$ cat src/rtl/weighted_color_blend_assert.svh
// Assertion macros shared by the weighted colour blend RTL.
`ifndef WEIGHTED_COLOR_BLEND_ASSERT_SVH
`define WEIGHTED_COLOR_BLEND_ASSERT_SVH

`ifndef SYNTHESIS

// Checked on every rising edge outside reset
`define WCB_ASSERT(lbl, prop) \
	lbl: assert property (@(posedge clk) disable iff (!arst_n) prop) \
		else $error("weighted_color_blend: assertion failed");

// Checked on every rising edge, reset included
`define WCB_ASSERT_RST(lbl, prop) \
	lbl: assert property (@(posedge clk) prop) \
		else $error("weighted_color_blend: reset assertion failed");

`else

`define WCB_ASSERT(lbl, prop)
`define WCB_ASSERT_RST(lbl, prop)

`endif

`endif

$ cat src/rtl/wcb_pkg.sv
// Package: widths, register codes, reset values and types of the colour blender.
package wcb_pkg;

	// field and lane counts
	localparam int W_W     = 16;   // one Q1.15 weight
	localparam int N_W     = 4;    // weights per item
	localparam int C_W     = 8;    // one colour channel
	localparam int N_CH    = 4;    // red, green, blue, alpha
	localparam int RGBA_W  = 32;
	localparam int S_DATA_W = N_W * W_W;
	localparam int M_DATA_W = N_CH * C_W;

	// datapath widths
	localparam int SUM_W   = 18;   // sum of four weights
	localparam int PROD_W  = 24;   // channel * weight
	localparam int ACC_W   = 26;   // sum of four products
	localparam int CDEF_W  = 16;   // default weight, at most 32768
	localparam int DAC_W   = 23;   // default alpha * default weight
	localparam int S255_W  = 26;   // 255 * weight sum
	localparam int A255_W  = 34;   // 255 * product sum
	localparam int NUM_W   = 35;   // dividend
	localparam int DEN_W   = 27;   // divisor
	localparam int REM_W   = NUM_W + 1;   // 2*num + den
	localparam int DVS_W   = DEN_W + 1;   // 2*den
	localparam int Q_W     = 8;

	localparam int ONE_Q15 = 32768;

	// channel order in the lanes
	localparam int CH_R = 0;
	localparam int CH_G = 1;
	localparam int CH_B = 2;
	localparam int CH_A = 3;

	// pipeline depth
	localparam int FRONT_ST = 4;
	localparam int DIV_ST   = 10;
	localparam int PIPE_ST  = FRONT_ST + DIV_ST + 1;

	// configuration register indexes
	localparam int IDX_W = 3;
	localparam logic [IDX_W-1:0] REG_DEFAULT  = 3'd0;
	localparam logic [IDX_W-1:0] REG_FIRST    = 3'd1;
	localparam logic [IDX_W-1:0] REG_SECOND   = 3'd2;
	localparam logic [IDX_W-1:0] REG_THIRD    = 3'd3;
	localparam logic [IDX_W-1:0] REG_FOURTH   = 3'd4;
	localparam logic [IDX_W-1:0] REG_ALPHA_EN = 3'd5;

	// reset values
	localparam logic [RGBA_W-1:0] RST_DEFAULT = 32'h0000_00FF;
	localparam logic [RGBA_W-1:0] RST_FIRST   = 32'hFFFF_FFFF;
	localparam logic [RGBA_W-1:0] RST_SECOND  = 32'hFF00_00FF;
	localparam logic [RGBA_W-1:0] RST_THIRD   = 32'h00FF_00FF;
	localparam logic [RGBA_W-1:0] RST_FOURTH  = 32'h0000_FFFF;

	// colours seen by the datapath
	typedef struct packed {
		logic [RGBA_W-1:0]            dflt;
		logic [N_W-1:0][RGBA_W-1:0]   cols;
	} cfg_t;

	// one quotient to be formed
	typedef struct packed {
		logic [NUM_W-1:0] num;
		logic [DEN_W-1:0] den;
	} frac_t;

	// channel byte of a packed colour, red in the top byte
	function automatic logic [C_W-1:0] chan_of(input logic [RGBA_W-1:0] rgba, input int ch);
		return rgba[RGBA_W - C_W * (ch + 1) +: C_W];
	endfunction

endpackage

$ cat src/rtl/wcb_div.sv
// Pipelined restoring divider: rounded quotient saturated to 8 bits, zero for a zero divisor.
module wcb_div (
	input  logic                        clk,
	input  logic [wcb_pkg::DIV_ST-1:0]  en,
	input  wcb_pkg::frac_t              frac,
	output logic [wcb_pkg::Q_W-1:0]     quo
);
	import wcb_pkg::*;

	logic [REM_W-1:0] rem_s  [0:DIV_ST-2];
	logic [DVS_W-1:0] dvs_s  [0:DIV_ST-2];
	logic             zero_s [0:DIV_ST-1];
	logic             sat_s  [1:DIV_ST-1];
	logic [Q_W-1:0]   q_s    [2:DIV_ST-1];

	// first stage: round-to-nearest form, floor((2n + d) / 2d)
	always_ff @(posedge clk) begin
		if (en[0]) begin
			rem_s[0]  <= REM_W'({frac.num, 1'b0}) + REM_W'(frac.den);
			dvs_s[0]  <= {frac.den, 1'b0};
			zero_s[0] <= (frac.den == '0);
		end
	end

	// second stage: quotient of 256 or more saturates
	always_ff @(posedge clk) begin
		if (en[1]) begin
			sat_s[1]  <= (rem_s[0] >= {dvs_s[0], {Q_W{1'b0}}});
			rem_s[1]  <= rem_s[0];
			dvs_s[1]  <= dvs_s[0];
			zero_s[1] <= zero_s[0];
		end
	end

	// one quotient bit per stage, msb first
	for (genvar k = 2; k < DIV_ST; k++) begin : g_bit
		localparam int B = DIV_ST - 1 - k;
		logic [REM_W-1:0] trial;
		logic             ge;
		logic [Q_W-1:0]   q_in;

		assign trial = REM_W'(dvs_s[k-1]) << B;
		assign ge    = (rem_s[k-1] >= trial);

		if (k == 2) begin : g_first
			assign q_in = '0;
		end else begin : g_next
			assign q_in = q_s[k-1];
		end

		always_ff @(posedge clk) begin
			if (en[k]) begin
				q_s[k]    <= q_in | (Q_W'(ge) << B);
				sat_s[k]  <= sat_s[k-1];
				zero_s[k] <= zero_s[k-1];
			end
		end

		if (k < DIV_ST - 1) begin : g_rem
			always_ff @(posedge clk) begin
				if (en[k]) begin
					rem_s[k] <= ge ? (rem_s[k-1] - trial) : rem_s[k-1];
					dvs_s[k] <= dvs_s[k-1];
				end
			end
		end
	end

	assign quo = zero_s[DIV_ST-1] ? '0 :
		(sat_s[DIV_ST-1] ? '1 : q_s[DIV_ST-1]);

endmodule

$ cat config.mk
export PLATFORM = sky130hd
export DESIGN_NAME = wcb_div
export DESIGN_NICKNAME = d
export VERILOG_FILES = /design/src/rtl/weighted_color_blend_assert.svh /design/src/rtl/wcb_pkg.sv /design/src/rtl/wcb_div.sv
export SDC_FILE = /design/constraint.sdc
export NUM_CORES = 1
export LEC_CHECK = 0
export ABC_AREA = 1
export CORE_UTILIZATION = 61
export CTS_BUF_LIST = sky130_fd_sc_hd__clkbuf_4
export CTS_CLUSTER_DIAMETER = 60
export DETAILED_ROUTE_END_ITERATION = 10
export DONT_BUFFER_PORTS = 1
export PLACE_DENSITY = 0.77
export SLEW_MARGIN = 20
export SYNTH_ARGS = -nofsm -noshare
export SYNTH_HDL_FRONTEND = slang
export SYNTH_SLANG_ARGS = --single-unit
export TNS_END_PERCENT = 30
$ cat constraint.sdc
create_clock -name clk -period 2.8 [get_ports clk]
set_input_delay 0.28 -clock clk [delete_from_list [all_inputs] [get_ports clk]]
set_output_delay 0.28 -clock clk [all_outputs]
set_load 0.1 [all_outputs]
==> Word-level counts from Yosys, hierarchy flattened <==
Memories as Yosys holds them, arrays and structs flattened.
Cells that the tools add are included.
{ "word_totals": {"regBits": 0, "wordCells": 59, "n_memories": 5, "ram_bits": 659} }
{ "memory_table": {"columns": ["name", "words", "width", "read_ports", "rd_clocked_by_memory_dff", "write_ports", "line_no", "source"], "rows": [
  ["rem_s", 9, 36, 9, 0, 9, "wcb_div.sv:10", "logic [REM_W-1:0] rem_s [0:DIV_ST-2];"],
  ["dvs_s", 9, 28, 9, 0, 9, "wcb_div.sv:11", "logic [DVS_W-1:0] dvs_s [0:DIV_ST-2];"],
  ["q_s", 8, 8, 8, 0, 8, "wcb_div.sv:14", "logic [Q_W-1:0] q_s [2:DIV_ST-1];"],
  ["zero_s", 10, 1, 10, 0, 10, "wcb_div.sv:12", "logic zero_s [0:DIV_ST-1];"],
  ["sat_s", 9, 1, 9, 0, 9, "wcb_div.sv:13", "logic sat_s [1:DIV_ST-1];"]
]} }
{ "op_classes": {"bitwise": 7, "mux": 29, "reduce_logical": 1, "add_sub_neg": 8, "order_cmp": 9} }
{ "op_table": {"columns": ["cell", "n"], "rows": [
  ["$mux 36", 7],
  ["$add 36x27->36", 1],
  ["$ge 36x28->1", 1],
  ["$ge 36x29->1", 1],
  ["$ge 36x30->1", 1],
  ["$ge 36x31->1", 1],
  ["$ge 36x32->1", 1],
  ["$ge 36x33->1", 1],
  ["$ge 36x34->1", 1],
  ["$ge 36x35->1", 1],
  ["$ge 36x36->1", 1],
  ["$sub 36x29->36", 1],
  ["$sub 36x30->36", 1],
  ["$sub 36x31->36", 1],
  ["$sub 36x32->36", 1],
  ["$sub 36x33->36", 1],
  ["$sub 36x34->36", 1],
  ["$sub 36x35->36", 1],
  ["$logic_not 27->1", 1],
  ["$mux 1", 20],
  ["$mux 8", 2],
  ["$or 8x1->8", 1],
  ["$or 8x2->8", 1],
  ["$or 8x3->8", 1],
  ["other kinds (4)", 4]
]} }

==> Logic depth before layout (Yosys ltp) <==
An unclocked memory read counts as a cell.
{ "depth": {"word_depth": 3, "mapped_depth": 16, "depth_no_buf": 16} }

==> Worst setup path before layout <==
OpenSTA, ideal clock, no wires.
{ "synth_path": {"kind": "register to register", "start": "memory rem_s[0][108] in the netlist's numbering", "end": "memory rem_s[0][157] in the netlist's numbering (data pin)", "stages_incl_launch_ff": 14, "required_ps": 2548, "setup_ps": 252, "arrival_time_ps": 2004, "slack_ps": 543, "path_buffers": 1, "cell_sequence": "edfxtp_1 -> ha_1 -> fa_1 -> o21ai_2 -> nand2_1 -> nand2_2 -> nand2_1 -> nand3_1 -> nand2_1 -> nand2_2 -> inv_2 -> buf_6 -> nand2_1 -> nand2_1"} }
{ "synth_rtl": {"columns": ["item", "line_no"], "rows": [
  ["start: declaration", "wcb_div.sv:10"]
]} }

==> load_flow_metrics.sql <==
INSERT INTO impl_metrics (metric_group, metric, value, unit) VALUES
('die', 'initial_core_utilization', '0.615', ''),
('worst_setup_path', 'worst_path_max_delay_cell', 'sky130_fd_sc_hd__dlygate4sd3_1', ''),
('die', 'fp.dieH', '257', 'µm'),
('logic_synthesis', 'netlist_area', '0.0396', 'mm²'),
('status', 'result_of_the_run', 'finished, violations left', ''),
('logic_synthesis', 'synth_top_family_by_area', 'simple AND/OR/NAND/NOR gates', ''),
('logic_synthesis', 'post_syn_area_per_cell', '8.09', 'µm²'),
('logic_synthesis', 'synth-edff-count', '613', ''),
('grt', 'grt_remaining_overflow', '0', ''),
('placement', 'portBuffers', '0', ''),
('logic_synthesis', 'synth-compound-area-share', '0.0674', ''),
('logic_synthesis', 'synth.lib_cells_used.distinct', '48', ''),
('routing', 'wire_per_inst', '19.7', 'µm'),
('power', 'power_report.internal_total', '0.0221', 'W'),
('finish', 'drive_above_1_share', '0.0832', ''),
('logic_synthesis', 'synth_warnings', '0', ''),
('clock_tree', 'cts.reportedPaths.clkPinSlew', '0.09', 'ns'),
('logic_synthesis', 'synthArstFlopShare', '0', ''),
('worst_hold_path', 'holdCritPathClass', 'in2reg', ''),
('worst_setup_path', 'critPathMaxStageDelay', '0.60', 'ns'),
('timing', 'fraction_of_the_cycle_the_final_worst_path_needs', '1.02', ''),
('power', 'pwr-share-clk', '0.211', ''),
('grt', 'grt_start_max_net_pins', '72', ''),
('power', 'ir_drop', '0.000507', 'V'),
('routing', 'drt-pass1-iter-count', '8', ''),
('timing', 'period_needed', '2.86', 'ns'),
('logic_synthesis', 'ys_seq_area_frac', '0.465', ''),
('timing', 'max_freq', '350', 'MHz'),
('die', 'design.die.area', '0.0659', 'mm²'),
('die', 'fp-row-count', '93', ''),
('logic_synthesis', 'top_count_cell_post_synth', 'sky130_fd_sc_hd__nand2_1', ''),
('grt', 'grt_antenna_before_repair', '4', ''),
('routing', 'route.vias.total', '35200', ''),
('status', 'violations', 'negative setup slack', ''),
('logic_synthesis', 'muxShareOfSynthArea', '0', ''),
('die', 'coreArea', '0.0643', 'mm²'),
('grt', 'grt.total_usage', '0.371', ''),
('timing', 'timing_worst_slew_pin_value', '0.629', 'ns'),
('power', 'p_leak', '21.4', 'nW'),
('power', 'power.share.combinational', '0.423', ''),
('logic_synthesis', 'post-synth-top-area-fraction', '0.465', ''),
('job', 'max_cap_violations', '0', ''),
('worst_setup_path', 'arrival', '3.65', 'ns'),
('routing', 'number_of_vias_per_cell_after_detailed_routing', '5.66', ''),
('worst_setup_path', 'path_common_cell', 'sky130_fd_sc_hd__nand2_1', ''),
('clock_tree', 'tritoncts_num_sinks', '613', ''),
('clock_tree', 'cts_inserted_buffers', '160', ''),
('worst_setup_path', 'path_max_fanout', '5', ''),
('logic_synthesis', 'synth_top_flop_cell', 'sky130_fd_sc_hd__edfxtp_1', ''),
('worst_setup_path', 'timing.critical_path.cells', 'dlygate4sd3_1, ha_1, nand2_1, nor2_1, nand2_1, nand2_1, nand2_1, nand2_1, nand3_1, nand3_1, dlygate4sd3_1, nand2_1, dlygate4sd3_1', ''),
('clock_tree', 'cts_tree', 'done', ''),
('worst_setup_path', 'critPathTopFamily', 'buffers and inverters', ''),
('clock_tree', 'clkLatencyLatePin', '1.03', 'ns'),
('logic_synthesis', 'synthXorXnorAreaFrac', '0.0288', ''),
('grt', 'first_global_vias', '34200', ''),
('timing', 'max_transition_viols_final', '0', ''),
('worst_setup_path', 'worstSetupEndpointType', 'flip-flop', ''),
('routing', 'routed_wirelength', '123', 'mm'),
('routing', 'route.detailed.drc', '0', ''),
('power', 'netSwitchingPower', '0.0159', 'W'),
('routing', 'antenna_left', '0', ''),
('die', 'die_w', '257', 'µm'),
('power', 'power-per-cell-area', '846', 'mW/mm²'),
('finish', 'fillCellCount', '5248', ''),
('worst_setup_path', 'worst_setup_start_kind', 'input pin', ''),
('placement', 'place_area', '0.0411', 'mm²'),
('timing', 'setup_ws', '-0.0574', 'ns'),
('timing', 'timing_hold_violations_final', '0', ''),
('timing', 'setup_viol_count_final', '2', ''),
('finish', 'final_util', '0.697', ''),
('finish', 'area_growth_syn_to_layout', '13.3', '%');
what timing repair did:
item,in CTS,in global routing
endpoints found under the hold margin,676,1
setup buffers,0,1
cloned,0,1
endpoints found under the setup margin,8,96
pin swaps,0,1
gates resized for setup,2,35
hold buffers,135,1
metal layers:
metal,GRT usage,up-vias,share of wire
met5,0,-,0.000082
met4,0.202,2,0.056
met3,0.0568,402,0.072
met2,0.634,1660,0.48
met1,0.451,16300,0.39
li1,-,16900,-
layout by cell type (no fill, tap or decap), types with 19 or more instances in the layout:
cell / synthesis / layout
sky130_fd_sc_hd__nand3b_1: 24 / 24
sky130_fd_sc_hd__a21oi_1: 270 / 264
sky130_fd_sc_hd__nor2_1: 377 / 367
sky130_fd_sc_hd__nor3_1: 54 / 54
sky130_fd_sc_hd__nor2_2: 10 / 19
sky130_fd_sc_hd__xor2_1: 119 / 119
sky130_fd_sc_hd__clkbuf_4: 0 / 218
sky130_fd_sc_hd__inv_1: 792 / 791
sky130_fd_sc_hd__dlygate4sd3_1: 0 / 126
sky130_fd_sc_hd__nand2_1: 1632 / 1628
sky130_fd_sc_hd__nand2_2: 21 / 25
sky130_fd_sc_hd__clkinv_1: 0 / 31
sky130_fd_sc_hd__ha_1: 268 / 264
sky130_fd_sc_hd__buf_4: 14 / 82
sky130_fd_sc_hd__o21ai_0: 158 / 155
sky130_fd_sc_hd__nor4_1: 20 / 20
sky130_fd_sc_hd__nand3_1: 277 / 274
sky130_fd_sc_hd__nand4_1: 92 / 92
sky130_fd_sc_hd__edfxtp_1: 613 / 613
per-stage QoR:
stage,setup WS [ns],power [W],std cells,hold slack (ns),setup TNS [ns]
5_1_grt,-0.109,0.0404,6221,0.0284,-0.153
3_5_place_dp,-0.0499,0.0291,5801,0.379,-0.289
6_report,-0.0574,0.0380,6222,0.0931,-0.0998
4_1_cts,0.0000380,0.0376,6214,0.00281,0
2_1_floorplan,0.543,0.0242,4895,0.379,0
3_3_place_gp,0.0163,0.0289,5801,0.379,0
kinds of logic (layout without fill, tap and decap cells):
family / after synthesis / count (layout)
compound gates: 496 / 496
other cells: 0 / 5
fa+ha+maj: 276 / 276
simple gates: 2540 / 2541
flops: 613 / 613
buf+inv: 840 / 1306
xor+xnor: 130 / 130
power groups by stage:
stage	Sequential (W)	Combinational (W)	Clock [W]
global placement	0.0140	0.0149	0
detailed placement	0.0140	0.0151	0
CTS	0.0138	0.0156	0.00810
finish	0.0139	0.0161	0.00803
global route	0.0140	0.0179	0.00858
floorplan	0.0132	0.0109	0
worst paths after layout:
| path | start | endpoint | slack [ns] | cells past startpoint |
|---|---|---|---|---|
| max | frac[4] | rem_s[0][32] | -0.06 | 13 |
| min reg2reg | q_s[2][7] | q_s[3][7] | 0.40 | 0 |
| min | frac[1] | rem_s[0][2] | 0.09 | 3 |
| max reg2reg | rem_s[0][279] | rem_s[0][305] | 0.09 | 11 |
state kept, by name, summed over array words and instances (netlist names):
name / cells
rem_s: 324
q_s: 36
zero_s: 10
sat_s: 9
dvs_s: 234
layout make-up:
cell class | instances | area, µm² | share of cell area
Antenna cell | 5 | 12.5 | 0.000279
Clock buffer | 218 | 1640 | 0.0365
Clock inverter | 60 | 409 | 0.00912
Inverter | 800 | 3010 | 0.0670
Multi-Input combinational cell | 3443 | 18000 | 0.401
Sequential cell | 613 | 18400 | 0.410
Tap cell | 855 | 1070 | 0.0238
Timing Repair Buffer | 228 | 2310 | 0.0515
worst min-delay path: stages:
cell and delay [ns]:
sky130_fd_sc_hd__dlymetal6s4s_1 0.29, sky130_fd_sc_hd__ha_4 0.21, sky130_fd_sc_hd__fa_2 0.20
Note: power is estimated with default switching activity, not from simulation.
